[config.mk]
export PLATFORM = sky130hd
export DESIGN_NAME = fpa_mul
export DESIGN_NICKNAME = d
export VERILOG_FILES = /design/src/design/fpa_pkg.sv /design/src/design/fpa_mul.sv
export SDC_FILE = /design/constraint.sdc
export NUM_CORES = 2
export LEC_CHECK = 0
export BUFFER_PORTS_ARGS = -buffer_cell sky130_fd_sc_hd__buf_2
export CAP_MARGIN = 20
export CORE_AREA = 2 2 398 400
export DETAILED_ROUTE_END_ITERATION = 10
export DIE_AREA = 0 0 400 402
export PLACE_DENSITY = 0.56
export REMOVE_ABC_BUFFERS = 1
export SLEW_MARGIN = 20
export SYNTH_ARGS = -nofsm -noshare
export SYNTH_HDL_FRONTEND = slang
export SYNTH_SLANG_ARGS = --single-unit
[constraint.sdc]
create_clock -name clk -period 10.2 [get_ports clk]
set_clock_uncertainty 0.15 [all_clocks]
set_input_delay 1.53 -clock clk [delete_from_list [all_inputs] [get_ports clk]]
set_output_delay 1.53 -clock clk [all_outputs]
set_load 0.02 [all_outputs]
[src/design/fpa_pkg.sv]
// Shared types and opcodes for the fixed-point ALU.
// No dependencies.
package fpa_pkg;

  localparam logic [3:0] OP_ADD = 4'd0;
  localparam logic [3:0] OP_SUB = 4'd1;
  localparam logic [3:0] OP_MUL = 4'd2;
  localparam logic [3:0] OP_DIV = 4'd3;
  localparam logic [3:0] OP_INC = 4'd4;
  localparam logic [3:0] OP_DEC = 4'd5;
  localparam logic [3:0] OP_MIN = 4'd6;
  localparam logic [3:0] OP_MAX = 4'd7;
  localparam logic [3:0] OP_I2F = 4'd8;
  localparam logic [3:0] OP_F2I = 4'd9;

  typedef struct packed {
    logic [3:0]         action;
    logic signed [31:0] operand_a;
    logic signed [31:0] operand_b;
  } cmd_t;

  typedef struct packed {
    logic signed [31:0] result_value;
    logic               a_less;
    logic               a_greater;
    logic               a_equal;
    logic               divide_by_zero;
  } res_t;

  // Per-item sideband carried alongside the multiplier and divider.
  typedef struct packed {
    logic [3:0]  action;
    logic        neg;
    logic        dz;
    logic        less;
    logic        greater;
    logic        equal;
    logic [31:0] value;
  } side_t;

endpackage

[src/design/fpa_mul.sv]
// Registered unsigned magnitude multiplier in two stages (32x16 partial
// products, then sum and scaling) with a delay line to match the divider
// latency. Depends on fpa_pkg.
module fpa_mul #(
  parameter int FRAC_BITS = 8,
  parameter int NW = 40
) (
  input  logic        clk,
  input  logic        en,
  input  logic [31:0] mag_a,
  input  logic [31:0] mag_b,
  output logic [31:0] prod
);
  import fpa_pkg::*;

  logic [47:0] pp_lo, pp_hi;
  logic [63:0] full;
  logic [31:0] dly [NW-1];

  assign full = 64'(pp_lo) + (64'(pp_hi) << 16);

  always_ff @(posedge clk) begin
    if (en) begin
      pp_lo  <= 48'(mag_a) * 48'(mag_b[15:0]);
      pp_hi  <= 48'(mag_a) * 48'(mag_b[31:16]);
      dly[0] <= 32'(full >> FRAC_BITS);
      for (int k = 1; k < NW - 1; k++) begin
        dly[k] <= dly[k-1];
      end
    end
  end

  assign prod = dly[NW-2];

endmodule

# Word level (Yosys, flattened, before mapping)
# Memories as Yosys holds them, arrays and structs flattened.
# Index checks and enable logic that the tools add are counted.
# word_totals
register_bits	64
ram_bits	1248
inputBits	66
output_inout_bits	32
n_memories	1
# mem_list
name	depth	word_bits	read_ports	rd_ports_with_merged_regs	wr	line	rtl
dly	39	32	39	0	39	fpa_mul.sv:18	logic [31:0] dly [NW-1];
# classes
addsub	1
mul	2
n_mux	2
# op_table
op	count
$add A40 B40 Y40	1
$mul A32 B16 Y40	1
$mul A32 B16 Y24	1
$mux W1	2

# Depth between registers and ports, before layout
# logic_depth
depth_word	2
depth_mapped	25
ltp_nobuf	24

# Worst setup path before layout
# Ideal clock, no wire load.
# synth_path
path_type	input -> register
start	input mag_a[13]
end	register pp_lo[37] (data pin)
setup_time_ns	0.258
arrival_ns	7.249
required_ns	9.792
slack_ns	2.544
path_stages	25
n_path_buf	2
path_cell_list	clkbuf_1 -> clkbuf_1 -> nand2_1 -> fa_1 -> inv_1 -> fa_1 -> inv_1 -> fa_1 -> inv_1 -> fa_1 -> fa_1 -> inv_1 -> fa_1 -> inv_1 -> ha_1 -> o211a_1 -> a211oi_2 -> nor4_2 -> a22oi_2 -> a311oi_2 -> a21oi_2 -> o21ai_4 -> a21oi_2 -> nand2b_1 -> xnor2_1
# synth_between
elab_chain_cells	1
# synth_rtl
item	line	rtl
start: declaration	fpa_mul.sv:10	input logic [31:0] mag_a,
$mul A32 B16 Y40	fpa_mul.sv:24	pp_lo <= 48'(mag_a) * 48'(mag_b[15:0]);
end signal: assignment	fpa_mul.sv:24	
end: declaration	fpa_mul.sv:16	logic [47:0] pp_lo, pp_hi;
# No other way between the ends.
# A chain may end at the register's enable or synchronous reset.

# Worst setup path in the final report
# layout_path
start	input mag_a[7]
end	register pp_lo[39] (data pin)
# Same word-level chain as after synthesis.

==> flow_summary.ini <==
[status]
status = complete, no violations

[sta]
worst_pin_slew_ns = 1.04
rsz0062_at_grt = no
finalSetupViolations = 0
whs_ns = 0.229
period_minus_slack_ns = 7.69
hold_viol = 0
finalSetupTns_ns = 0
slew_headroom_pct = 30.6
fmaxAchievable_mhz = 130
finalMaxSlewViolations = 0
fin_crit_sh_pct = 75.3

[drt]
detail-route-antenna-nets = 0
wl_per_cell_um = 16.9
drc = 0
wl_mm = 105
first_iter_violations = 1807
vias = 28860
viasPerCell = 4.63
dr.pass1.iters = 5

[clocking]
cts.sinks = 1304
cts_inserted_buffers = 117
path_clk_slew_ns = 0.06
clockBufferDepth = 3
htreeDepth = 3
clock_latency_ns = 0.70
ctsHoldBuffers = 0
postCtsSetupRepairBufs = 0
cts_resized = 0
cts.root.buffer_cell = clkbuf_16
tritoncts = yes

[synthesis]
synth.distinct_cells = 53
syn_avg_cell_area_um2 = 15.5
postSynthCellCount = 4004
synth_edf_count = 1304
yosys-top-cells-area = edfxtp_1 63%, fa_1 19%, inv_1 4.1%, ha_1 3.3%, nand2_1 3.1%
synth_top_area_cell = edfxtp_1
ys_seq_area_share_pct = 63.0
syn_area_um2 = 62100
ys_ff_latch = 1304
yosysWarnings = 0
synthArstFlopShare_pct = 0
synth-main-ff-cell = edfxtp_1
synth_top_area_share_pct = 63.0

[die]
fp.dieH_um = 402
die-area_um2 = 161000
initial_core_util_pct = 39.5
coreArea_um2 = 157000
row_count = 146
boundaryPins = 98
die_w_um = 400

[power_and_ir_drop]
pwr_density_cell_nw_per_um2 = 332
ir_drop_v = 0.000408
p_leak_uw = 0.0268
total_power_uw = 22700

[grt]
grt_max_degree = 221
grt_first_pass_wirelength_mm = 169
globalRoute.totalOverflow = 0
antenna_found_initial = 1
grt_use_total_pct = 13.4
first_global_vias = 30901

[worst_setup_path]
cp-start-kind = input port
critical_path_required_ns = 10.48
r2r_slack_ns = 6.96
end_kind = flop
crit_type = in -> reg
worstPathMaxFanout = 32
cp.arrival_ns = 7.96

[cells_and_area]
area_delta_synth_final_pct = 10.2
nets = 4882
antenna_cells = 0
drive_above_1_share_pct = 7.15
num-fill-cells = 14090

[placed_design]
dp.final_hpwl_mm = 69.2
io_buffers = 97
gp_congestion = 0.850

[job]
drv_cap = 0

[hold_path]
hold_path_class = reg -> reg
## kinds of logic after synthesis
kind of cell	count (synthesis)	synth area share (%)
compound gates	144	1.54
fa+ha+maj	746	22.1
xor+xnor	115	1.62
buf+inv	847	5.31
simple gates	848	6.40
flops	1304	63.0
## sequential cells by signal, indices dropped and copies added, names as in the netlist
name and count:
dly 1248, pp_lo 32, pp_hi 24
## power by group
group | switching (uW) | internal [uW] | total, uW | leakage [uW]
clock network | 1870 | 2360 | 4230 | 0.00182
logic | 6670 | 4540 | 11200 | 0.0122
registers | 127 | 7130 | 7260 | 0.0128
total | 8670 | 14000 | 22700 | 0.0268
## layout by cell type, fill, tap and decap left out, types with 26 or more instances in the layout
master	synthesis	routed
inv_1	679	679
nor2_1	32	32
ha_1	162	162
clkbuf_16	0	117
xnor2_1	85	85
nand2_1	505	505
buf_2	0	96
fa_1	584	584
and2_1	264	264
edfxtp_1	1304	1304
xor2_1	30	30
a21oi_1	47	47
clkbuf_1	136	26
## cell type report
class	count	area [um2]	share of cell area [%]
Tap cell	2072	2590	3.79
Sequential cell	1304	39200	57.2
Clock inverter	74	754	1.10
Clock buffer	143	3030	4.42
Inverter	679	2550	3.72
Timing Repair Buffer	115	726	1.06
Multi-Input combinational cell	1853	19700	28.7
## synth_stat cells (3+ instances only)
cell type / count
edfxtp_1: 1304
inv_1: 679
fa_1: 584
nand2_1: 505
and2_1: 264
ha_1: 162
clkbuf_1: 136
xnor2_1: 85
a21oi_1: 47
buf_4: 32
nor2_1: 32
xor2_1: 30
a21o_1: 21
o21ai_0: 20
o21a_1: 13
nand3_1: 9
nand2b_1: 8
nor2b_1: 8
nor3_1: 8
a211oi_1: 6
o21ai_1: 5
o21bai_1: 4
a211o_1: 3
a21oi_2: 3
nand4_1: 3
## per-stage QoR
| stage | instance area [um2] | cells | utilization [%] | setup WS (ns) |
|---|---|---|---|---|
| 2_1_floorplan | 61400 | 3836 | - | 3.03 |
| 3_3_place_gp | 64600 | 6021 | 41.1 | 1.83 |
| 3_5_place_dp | 64600 | 6021 | 41.1 | 1.77 |
| 4_1_cts | 68400 | 6238 | 43.5 | 2.56 |
| 5_1_grt | 68500 | 6240 | 43.6 | 2.21 |
| 6_report | 68500 | 6240 | 43.6 | 2.51 |
## per-layer routing
metal	track usage, %	share of wire (%)	vias up
met5	0	0	-
met4	4.44	2.6	0
met3	2.04	4.4	160
met2	22.1	49	576
met1	18.2	44	14993
li1	-	-	13131
## path summary, 6_finish.rpt
kind | start | endpoint | depth (start not counted)
worst min-delay path | dly[1][38]$_DFFE_PP_ | dly[1][70]$_DFFE_PP_ | 0
worst max register to register | pp_lo[17]$_DFFE_PP_ | dly[0][31]$_DFFE_PP_ | 11
worst min register to register | dly[1][38]$_DFFE_PP_ | dly[1][70]$_DFFE_PP_ | 0
worst max-delay path | mag_a[7] | pp_lo[39]$_DFFE_PP_ | 23
## critical path, cell delays in order
cell and delay, ns:
buf_2 0.63, nand2_1 0.19, fa_1 0.58, inv_1 0.06, fa_1 0.49, inv_1 0.05
fa_1 0.52, inv_1 0.05, fa_1 0.45, fa_1 0.49, inv_1 0.05, fa_1 0.47
inv_1 0.04, ha_1 0.35, a211oi_1 0.41, nand2_1 0.13, a22oi_2 0.34, a311oi_2 0.22
a21oi_2 0.33, o21ai_4 0.12, a21oi_2 0.20, o21ai_1 0.11, xnor2_1 0.12
Power figures use the tool's default switching activity.
