<file path="src/design/fpa_pkg.sv">
// Shared types and opcodes for the fixed-point ALU.
// No dependencies.
package fpa_pkg;

  localparam logic [3:0] OP_ADD = 4'd0;
  localparam logic [3:0] OP_SUB = 4'd1;
  localparam logic [3:0] OP_MUL = 4'd2;
  localparam logic [3:0] OP_DIV = 4'd3;
  localparam logic [3:0] OP_INC = 4'd4;
  localparam logic [3:0] OP_DEC = 4'd5;
  localparam logic [3:0] OP_MIN = 4'd6;
  localparam logic [3:0] OP_MAX = 4'd7;
  localparam logic [3:0] OP_I2F = 4'd8;
  localparam logic [3:0] OP_F2I = 4'd9;

  typedef struct packed {
    logic [3:0]         action;
    logic signed [31:0] operand_a;
    logic signed [31:0] operand_b;
  } cmd_t;

  typedef struct packed {
    logic signed [31:0] result_value;
    logic               a_less;
    logic               a_greater;
    logic               a_equal;
    logic               divide_by_zero;
  } res_t;

  // Per-item sideband carried alongside the multiplier and divider.
  typedef struct packed {
    logic [3:0]  action;
    logic        neg;
    logic        dz;
    logic        less;
    logic        greater;
    logic        equal;
    logic [31:0] value;
  } side_t;

endpackage

</file>
<file path="src/design/fpa_front.sv">
// Front stage: decode, compare flags, simple results and operand magnitudes.
// Depends on fpa_pkg.
module fpa_front #(
  parameter int FRAC_BITS = 8,
  parameter int NW = 40
) (
  input  logic             clk,
  input  logic             en,
  input  fpa_pkg::cmd_t    cmd,
  output fpa_pkg::side_t   side,
  output logic [31:0]      mag_a,
  output logic [31:0]      mag_b,
  output logic [NW-1:0]    dividend
);
  import fpa_pkg::*;

  logic [31:0] a, b, ma, mb, val;
  logic        lt, gt;
  side_t       side_next;

  always_comb begin
    a  = cmd.operand_a;
    b  = cmd.operand_b;
    lt = $signed(a) < $signed(b);
    gt = $signed(a) > $signed(b);
    ma = a[31] ? (32'd0 - a) : a;
    mb = b[31] ? (32'd0 - b) : b;
    case (cmd.action)
      OP_ADD:  val = a + b;
      OP_SUB:  val = a - b;
      OP_INC:  val = a + 32'd1;
      OP_DEC:  val = a - 32'd1;
      OP_MIN:  val = lt ? a : b;
      OP_MAX:  val = gt ? a : b;
      OP_I2F:  val = a << FRAC_BITS;
      OP_F2I:  val = 32'($signed(a) >>> FRAC_BITS);
      default: val = 32'd0;
    endcase
    side_next.action  = cmd.action;
    side_next.neg     = a[31] ^ b[31];
    side_next.dz      = (cmd.action == OP_DIV) && (b == 32'd0);
    side_next.less    = lt;
    side_next.greater = gt;
    side_next.equal   = (a == b);
    side_next.value   = val;
  end

  always_ff @(posedge clk) begin
    if (en) begin
      side     <= side_next;
      mag_a    <= ma;
      mag_b    <= mb;
      dividend <= NW'(ma) << FRAC_BITS;
    end
  end

endmodule

</file>
<file path="config.mk">
export PLATFORM = sky130hd
export DESIGN_NAME = fpa_front
export DESIGN_NICKNAME = d
export VERILOG_FILES = /design/src/design/fpa_pkg.sv /design/src/design/fpa_front.sv
export SDC_FILE = /design/constraint.sdc
export NUM_CORES = 1
export LEC_CHECK = 0
export ABC_AREA = 1
export ABC_CLOCK_PERIOD_IN_PS = 3800
export BUFFER_PORTS_ARGS = -buffer_cell sky130_fd_sc_hd__buf_2
export CORE_MARGIN = 8
export CORE_UTILIZATION = 40
export CTS_CLUSTER_SIZE = 20
export DETAILED_ROUTE_END_ITERATION = 8
export PLACE_DENSITY = 0.7
export SLEW_MARGIN = 20
export SYNTH_ARGS = -nofsm -noshare
export SYNTH_HDL_FRONTEND = slang
export SYNTH_SLANG_ARGS = --single-unit
</file>
<file path="constraint.sdc">
create_clock -name clk -period 3.8 [get_ports clk]
set_clock_uncertainty 0.05 [all_clocks]
set_input_delay 0.19 -clock clk [delete_from_list [all_inputs] [get_ports clk]]
set_output_delay 0.19 -clock clk [all_outputs]
set_load 0.05 [all_outputs]
</file>
==> After elaboration in Yosys (flattened, before gate mapping) <==
Cells that the tools add are included.
{ "op_classes": {"muxes": 5, "n_mul": 0, "n_eq_ne": 9, "bitwise_logic": 1, "n_addsub": 6, "div_mod_pow": 0, "shift": 0, "n_lt_le_gt_ge": 2, "reduce_logical": 3} }
{ "ops": {"columns": ["operator", "count"], "rows": [
  ["32-bit case mux with 8 select lines", 1],
  ["32-bit 2-to-1 mux", 2],
  ["1-bit by 32-bit subtractor with 32-bit output, first input constant", 2],
  ["31-bit 2-to-1 mux", 2],
  ["32-bit by 1-bit adder with 32-bit output, second input constant", 1],
  ["32-bit adder", 1],
  ["32-bit == test", 1],
  ["32-bit greater-than comparator", 1],
  ["32-bit logical NOT", 1],
  ["32-bit < comparator", 1],
  ["32-bit by 1-bit subtractor with 32-bit output, second input constant", 1],
  ["32-bit subtractor", 1],
  ["4-bit by 3-bit == test with 1-bit output, second input constant", 4],
  ["4-bit == test, second input constant", 2],
  ["4-bit by 1-bit == test with 1-bit output, second input constant", 1],
  ["4-bit by 2-bit == test with 1-bit output, second input constant", 1],
  ["4-bit logical NOT", 1],
  ["1-bit logical AND", 1],
  ["1-bit XOR", 1]
]} }
{ "totals": {"n_memories": 0, "out_inout_bits": 145, "elab_cells": 37, "in_bits": 70, "rom_bits": 0, "ram_bits": 0, "latch_bits": 0, "regBits": 105} }

==> Longest topological paths before layout <==
Gate-level depths: netlist of run 1.
{ "depth": {"depth_word": 3, "mapped_depth": 26, "mapped_depth_nobuf": 26} }

==> Worst setup path before layout of run 1 <==
No wires, ideal clock.
{ "synth_path": {"path_kind": "input to register", "startpoint": "input cmd[1] (netlist name)", "endpoint": "register side[31] (netlist name), data pin", "arrival_time_ns": 2.663, "path_stages": 23, "t_required_ns": 3.497, "path_buffers": 0, "setup_time_ns": 0.253, "path_slack_ns": 0.833, "path_cell_list": "inv_1 > ha_1 > nand2_1 > nor4_1 > nand2_1 > nor4_1 > xor2_1 > nand2_1 > nand2_1 > ha_1 > inv_1 > nor3_1 > nand2_1 > inv_1 > nand2_1 > nand2_1 > inv_1 > nand2_1 > nand3_1 > nand3_1 > nand2_1 > inv_1 > nand2_1"} }
{ "synth_lines": {"columns": ["element", "line", "rtl"], "rows": [
  ["from (decl)", "fpa_front.sv:9", "input fpa_pkg::cmd_t cmd,"],
  ["to (signal assigned)", "fpa_front.sv:50", "side <= side_next;"],
  ["to (decl)", "fpa_front.sv:10", "output fpa_pkg::side_t side,"]
]} }

==> results of run 1 <==
==> cell usage in the layout, fill, tap and decap left out, types with 2 or more instances in the layout <==
| master | Yosys | routed |
|---|---|---|
| a211oi_1 | 2 | 2 |
| a21o_1 | 7 | 7 |
| a21oi_1 | 98 | 97 |
| a21oi_2 | 3 | 4 |
| a31oi_1 | 5 | 5 |
| and2_1 | 2 | 2 |
| buf_2 | 3 | 205 |
| buf_4 | 42 | 130 |
| bufinv_16 | 0 | 2 |
| clkbuf_16 | 0 | 9 |
| clkinv_1 | 4 | 3 |
| clkinvlp_4 | 0 | 2 |
| conb_1 | 1 | 8 |
| dlygate4sd3_1 | 0 | 2 |
| edfxtp_1 | 105 | 105 |
| fa_1 | 2 | 2 |
| ha_1 | 65 | 65 |
| inv_1 | 202 | 201 |
| inv_2 | 5 | 7 |
| inv_8 | 0 | 2 |
| nand2_1 | 454 | 454 |
| nand2_2 | 12 | 12 |
| nand2_4 | 6 | 6 |
| nand3_1 | 132 | 132 |
| nand3_2 | 13 | 13 |
| nand3b_1 | 19 | 19 |
| nand4_1 | 25 | 25 |
| nor2_1 | 254 | 254 |
| nor2_2 | 5 | 5 |
| nor3_1 | 26 | 25 |
| nor3_2 | 3 | 4 |
| nor4_1 | 4 | 4 |
| o21a_1 | 7 | 7 |
| o21ai_0 | 113 | 109 |
| o21ai_1 | 6 | 9 |
| o21bai_1 | 14 | 14 |
| o22ai_1 | 14 | 14 |
| or2_2 | 2 | 2 |
| xnor2_1 | 6 | 6 |
| xor2_1 | 52 | 52 |
==> metrics by stage <==
step	total power, mW	instances	cell area [um2]
finish	4.807	2422	13870
global placement	3.715	2404	13510
CTS	4.771	2422	13860
global route	5.002	2422	13870
floorplan	2.982	1757	11470
detailed placement	3.717	2404	13510
==> kinds of logic after synthesis <==
logic type | count (synthesis) | synth area share, %
xor gates and xnor gates | 58 | 4.440
other | 1 | 0.03278
buffers and inverters | 284 | 10.96
adders and majority gates | 67 | 7.458
DFF | 105 | 27.56
AOI/OAI and AO/OA | 275 | 13.22
and+or+nand+nor | 960 | 36.33
==> final cells by class <==
type	count	area, um2
repair buffers	338	2042
flip-flops and latches	105	3153
well taps	384	480.5
inverters	211	792.0
clock buffers	9	225.2
fillers	2964	14600
multi-input cells	1368	7073
clock inverters	7	102.6
==> path summary, 6_finish.rpt <==
path	startpoint	to	slack (ns)	depth (start not counted)
worst max-delay path	cmd[67]	side[13]	0.22	20
worst min-delay path	cmd[65]	side[38]	0.01	1
==> layer usage <==
layer	routed length (um)	share of wire, %	up-vias
li1	-	-	6302
met1	22500	43	5958
met2	22130	42	731
met3	5988	11	106
met4	1771	3.4	2
met5	17	0.032	-
==> state kept, by name, summed over array words and instances (netlist names) <==
signal,flops
dividend,32
side,41
mag_b,32
==> what timing repair did <==
action                                 in CTS  in global routing
endpoints found under the hold margin       2                  0
setup endpoints to repair                   0                 16
hold buffers                                2                  0
resized for setup                           0                  9
==> power groups by stage <==
stage	logic (mW)	registers, mW	clock network, mW
floorplan	1.06	1.92	0
global placement	2.23	1.49	0
detailed placement	2.23	1.49	0
CTS	2.23	1.47	1.07
global route	2.42	1.48	1.11
finish	2.28	1.46	1.06
==> reports/metrics.csv, run 1 <==
stage,metric,value,unit
status,outcome,"complete, no violations",
layout,fin nets,2170,
drt,DRC viols,0,
setup_path,Crit path max-delay family,buffers and inverters,
timing,max frequency,0.2795,GHz
floorplanning,Initial Utilization,40.19,%
cts,TritonCTS clock tree,done,
drt,DRT Wirelength,52.41,mm
setup_path,Crit. End Element,flip-flop,
setup_path,Bufs and invs on worst path,8,
yosys,synthesized area per cell,6.538,um2
global_routing,met1 Use GR,41.09,%
global_routing,Global Route met3 Usage,6.591,%
timing,Final min period,3.578,ns
cts,clk slew on worst S/H paths,0.07,ns
layout,utilization after layout,48.71,%
global_routing,"Most Used Layer, Global Route",met2,
yosys,post-synth design cell area,11440,um2
drt,Avg WL per Cell,21.64,um
drt,via count,13100,
cts,Max clock buf depth,2,
drt,DR vias/cell,5.408,
timing,total negative slack,0,ns
yosys,count of different cell masters after synthesis,48,
min_path,worst hold path type,primary input to flip-flop,
timing,"Hold Vio Cnt, Final",0,
floorplanning,Top Ports,215,
yosys,Synth area leaders,"edfxtp_1, nand2_1, nor2_1, ha_1, inv_1",
cts,TritonCTS Buffers,9,
power,Sw Ratio,45.21,%
yosys,most instantiated cells after synthesis,"nand2_1, nor2_1, inv_1",
floorplanning,die area,34270,um2
yosys,synthesized instance count,1750,
yosys,"count leader, synth",nand2_1,
setup_path,crit-path max FO,8,
timing,fin crit share,94.15,%
power,Pwr Density,346.6,nW/um2
power,clock power share,22.1,%
yosys,cell taking the most area after synthesis,edfxtp_1,
timing,final setup fails,0,
yosys,asr flop ratio synth,0,%
placement,port bufs,206,
power,Seq pwr share,30.5,%
yosys,sequential-to-total area share from yosys stat,27.56,%
global_routing,Total Routing Usage GR,29.90,%
global_routing,number of global-route vias before repair,12400,
setup_path,Crit path arrival time,3.63,ns
setup_path,Worst Setup Start Kind,primary input,
layout,Syn-to-layout area delta,21.22,%
floorplanning,chip width,185.1,um
cts,Post-CTS Setup Bufs,0,
floorplanning,CORE AREA,28470,um2
layout,share of post-route cells with drive strength above 1,20.02,%
yosys,"EDFF count, synth",105,
timing,max-slew violations,0,
power,Pint,2.634,mW
cts,Root Driver,clkbuf_16,
setup_path,most frequent CP cell,buf_4,
setup_path,critical path's slowest cell,dlygate4sd3_1,
setup_path,CP required,3.86,ns
timing,Slew HR,33.81,%
drt,DRT iter0 DRCs,1563,
yosys,Synth Flop Type,edfxtp_1,
global_routing,GR Layer Usage met2,45.03,%
floorplanning,Die Y-Extent,185.1,um
placement,pre-CTS setup slack,-0.01615,ns
floorplanning,site row count,62,
timing,setup ws final,0.2224,ns
setup_path,crit path kind,primary input to flip-flop,
cts,CTS sink cnt,105,
timing,Worst Max-Slew Pin Slew,0.9892,ns
placement,DP HPWL,44.21,mm
timing,final hold slack,0.01322,ns
setup_path,CP Cell Sequence,dlygate4sd3_1 > buf_2 > inv_2 > nand2_2 > nor2_1 > inv_1 > buf_4 > o21ai_0 > buf_4 > ha_1 > buf_4 > a21oi_1 > o21ai_0 > a21oi_1 > nand2_1 > buf_4 > xnor2_1 > o21bai_1 > nor2_1 > nand3_1,
global_routing,antenna violations before repair,1,
global_routing,largest net degree at the start of global routing,77,
yosys,Yosys top cell area share,27.56,%
global_routing,grt ovf,0,
yosys,Ys Warns,0,
power,Net Sw Power,2.173,mW
cts,H-tree depth,3,
global_routing,first-pass GRT wire length,75.79,mm
power,peak supply drop,0.0002217,V
drt,DR pass1 iterations,6,
drt,DRT antenna net count,0,
power,combinational power share,47.5,%
placement,Final Wtd Congestion,1.014,
yosys,Yosys reg bits,105,
flow_run,number of max-cap violations,0,
timing,RSZ-0062 raised after global routing,false,
power,leakage power,6.825,nW
setup_path,Crit path largest cell delay,0.53,ns
layout,Diodes inserted,0,
Note: power is estimated with default switching activity, not from simulation.
==> run 2: changes to the inputs <==
Settings changed: CTS_BUF_LIST set to sky130_fd_sc_hd__clkbuf_2 sky130_fd_sc_hd__clkbuf_4 sky130_fd_sc_hd__clkbuf_8, PLACE_DENSITY 0.7 to 0.6, SLEW_MARGIN 20 to not set.
==> reports/metrics.csv, run 2 (synthesis gave the netlist of run 1 again) <==
stage,metric,value,unit,change
min_path,WHS Endpoint,mag_b[0],,
placement,pre-CTS setup slack,-0.3544,ns,-0.3383 ns
layout,fin area,13530,um2,-2.5%
placement,placed instance area,13270,um2,-1.8%
cts,H-tree depth,3,,unchanged
drt,via count,13130,,+0.20%
timing,fin crit share,94.90,%,+0.76 points
layout,max reg flops,41,,unchanged
global_routing,antenna violations before repair,1,,unchanged
layout,share of post-route cells with drive strength above 1,18.87,%,-1.1 points
drt,DR vias/cell,5.487,,+1.5%
placement,port bufs,206,,unchanged
global_routing,grt ovf,0,,unchanged
timing,Final min period,3.606,ns,+0.02871 ns
cts,TritonCTS clock tree,done,,
global_routing,number of global-route vias before repair,12350,,-0.44%
cts,Post-CTS Setup Bufs,0,,unchanged
floorplanning,site row count,62,,unchanged
global_routing,GR Layer Usage met2,46.94,%,+1.9 points
power,peak supply drop,0.0001576,V,-29%
global_routing,met1 Use GR,42.15,%,+1.1 points
layout,largest registers,"side (41), dividend (32), mag_b (32)",,
cts,CTS sink cnt,105,,unchanged
layout,fin nets,2140,,-1.4%
power,leakage power,6.626,nW,-2.9%
drt,DR pass1 iterations,6,,unchanged
power,Pwr Density,327.8,nW/um2,-5.4%
layout,"Most flops, register",side,,
layout,Layout Cells excl Fill,2392,,-1.2%
global_routing,Global Route met3 Usage,4.276,%,-2.3 points
min_path,Hold Crit Depth,2,,+1
cts,clk slew on worst S/H paths,0.11,ns,+0.04 ns
layout,Syn-to-layout area delta,18.24,%,
setup_path,Crit path arrival time,3.73,ns,+0.10 ns
placement,Final Wtd Congestion,1.008,,-0.62%
timing,RSZ-0062 raised after global routing,false,,
layout,multi-input logic area,7086,um2,+0.18%
floorplanning,CORE AREA,28470,um2,unchanged
drt,DRC viols,0,,unchanged
timing,max-slew violations,0,,unchanged
floorplanning,Initial Utilization,40.19,%,unchanged
status,outcome,"complete, no violations",,
min_path,worst hold path type,primary input to flip-flop,,
power,total power,4.434,mW,-7.8%
setup_path,Crit. End Element,flip-flop,,
layout,Diodes inserted,0,,unchanged
layout,"commonest non-fill, non-tap cell in the layout",nand2_1,,
global_routing,"Most Used Layer, Global Route",met2,,
timing,setup ws final,0.1937,ns,-0.02871 ns
global_routing,largest net degree at the start of global routing,58,,-25%
timing,"Hold Vio Cnt, Final",0,,unchanged
placement,Placed Cells,2372,,-1.3%
flow_run,number of max-cap violations,0,,unchanged
layout,fillers,3050,,+2.9%
layout,utilization after layout,47.52,%,-1.2 points
global_routing,first-pass GRT wire length,76.26,mm,+0.62%
cts,TritonCTS Buffers,9,,unchanged
drt,DRT iter0 DRCs,1598,,+2.2%
layout,Reg area,3153,um2,unchanged
timing,final hold slack,0.01570,ns,+0.002482 ns
timing,Slew HR,43.70,%,+9.9 points
setup_path,crit path kind,primary input to flip-flop,,
placement,DP HPWL,44.09,mm,-0.28%
floorplanning,Die Y-Extent,185.1,um,unchanged
floorplanning,Top Ports,215,,unchanged
cts,Root Driver,clkbuf_8,,
cts,Max clock buf depth,2,,unchanged
drt,DRT Wirelength,52.16,mm,-0.48%
floorplanning,die area,34270,um2,unchanged
setup_path,crit-path max FO,5,,-3
floorplanning,chip width,185.1,um,unchanged
global_routing,Total Routing Usage GR,30.08,%,+0.18 points
timing,final setup fails,0,,unchanged
layout,"commonest non-fill, non-tap cells in the layout","nand2_1, nor2_1, buf_2, inv_1, nand3_1",,
timing,Worst Max-Slew Pin Slew,0.8425,ns,-0.1467 ns
timing,max frequency,0.2773,GHz,-0.80%
drt,Avg WL per Cell,21.80,um,+0.77%
setup_path,Worst Setup Start Kind,primary input,,
timing,total negative slack,0,ns,unchanged
drt,DRT antenna net count,0,,unchanged
setup_path,CP required,3.92,ns,+0.06 ns
min_path,Worst Hold Launch,cmd[0],,
## run 2: cell types whose count changed in the layout (fill, tap and decap cells not counted), moves of 5 or more
cell and delta:
nor2_2 +5, buf_4 -32, clkbuf_8 +9, nor2_1 -5, clkbuf_16 -9
## run 2: layout make-up
class	instances	share of cell area, %
well taps	384	3.552
clock buffers	10	0.9711
clock inverters	6	0.4717
inverters	211	5.855
flip-flops and latches	105	23.31
repair buffers	308	13.47
multi-input cells	1368	52.38
## run 2: worst max path at each step
stage,depth (start not counted),end,slack (ns),from
after floorplan,23,side[31],0.83,cmd[1]
after detailed placement,24,side[29],-0.35,cmd[4]
after global routing,24,side[29],0.02,cmd[9]
after CTS,19,side[26],0.007,cmd[65]
final,24,side[27],0.19,cmd[4]
after global placement,24,side[29],-0.47,cmd[4]
## run 2: power by group
group | internal [mW] | switching [mW] | leakage (nW)
combinational | 0.577 | 1.64 | 5.51
sequential | 1.43 | 0.0410 | 1.02
clock | 0.314 | 0.436 | 0.0981
## run 2: routing by layer
metal  routed length (um)  share of wire, %
met1                22480                43
met2                22480                43
met3                 5625                11
met4                 1555               3.0
met5                   10             0.019
## run 2: repair_timing
item | CTS | global route
gates resized for setup | 0 | 12
hold buffers | 4 | 0
endpoints found under the setup margin | 0 | 20
endpoints found under the hold margin | 4 | 0
## run 2: critical path, stage by stage
cell and delay [ns]:
buf_2 0.14, inv_1 0.23, nand4_1 0.18, nor2_2 0.24, nand2_1 0.10, nor2_1 0.09
inv_1 0.05, nor2_1 0.09, buf_4 0.13, nand2_1 0.06, nor2_1 0.12, xor2_1 0.21
nand2_1 0.09, nand2_1 0.12, ha_1 0.28, a21oi_1 0.25, o21ai_0 0.22, a21oi_1 0.26
nor2_1 0.07, nor2_1 0.13, nand3_1 0.09, nand3_1 0.10, nand2_1 0.08, nand3b_1 0.18
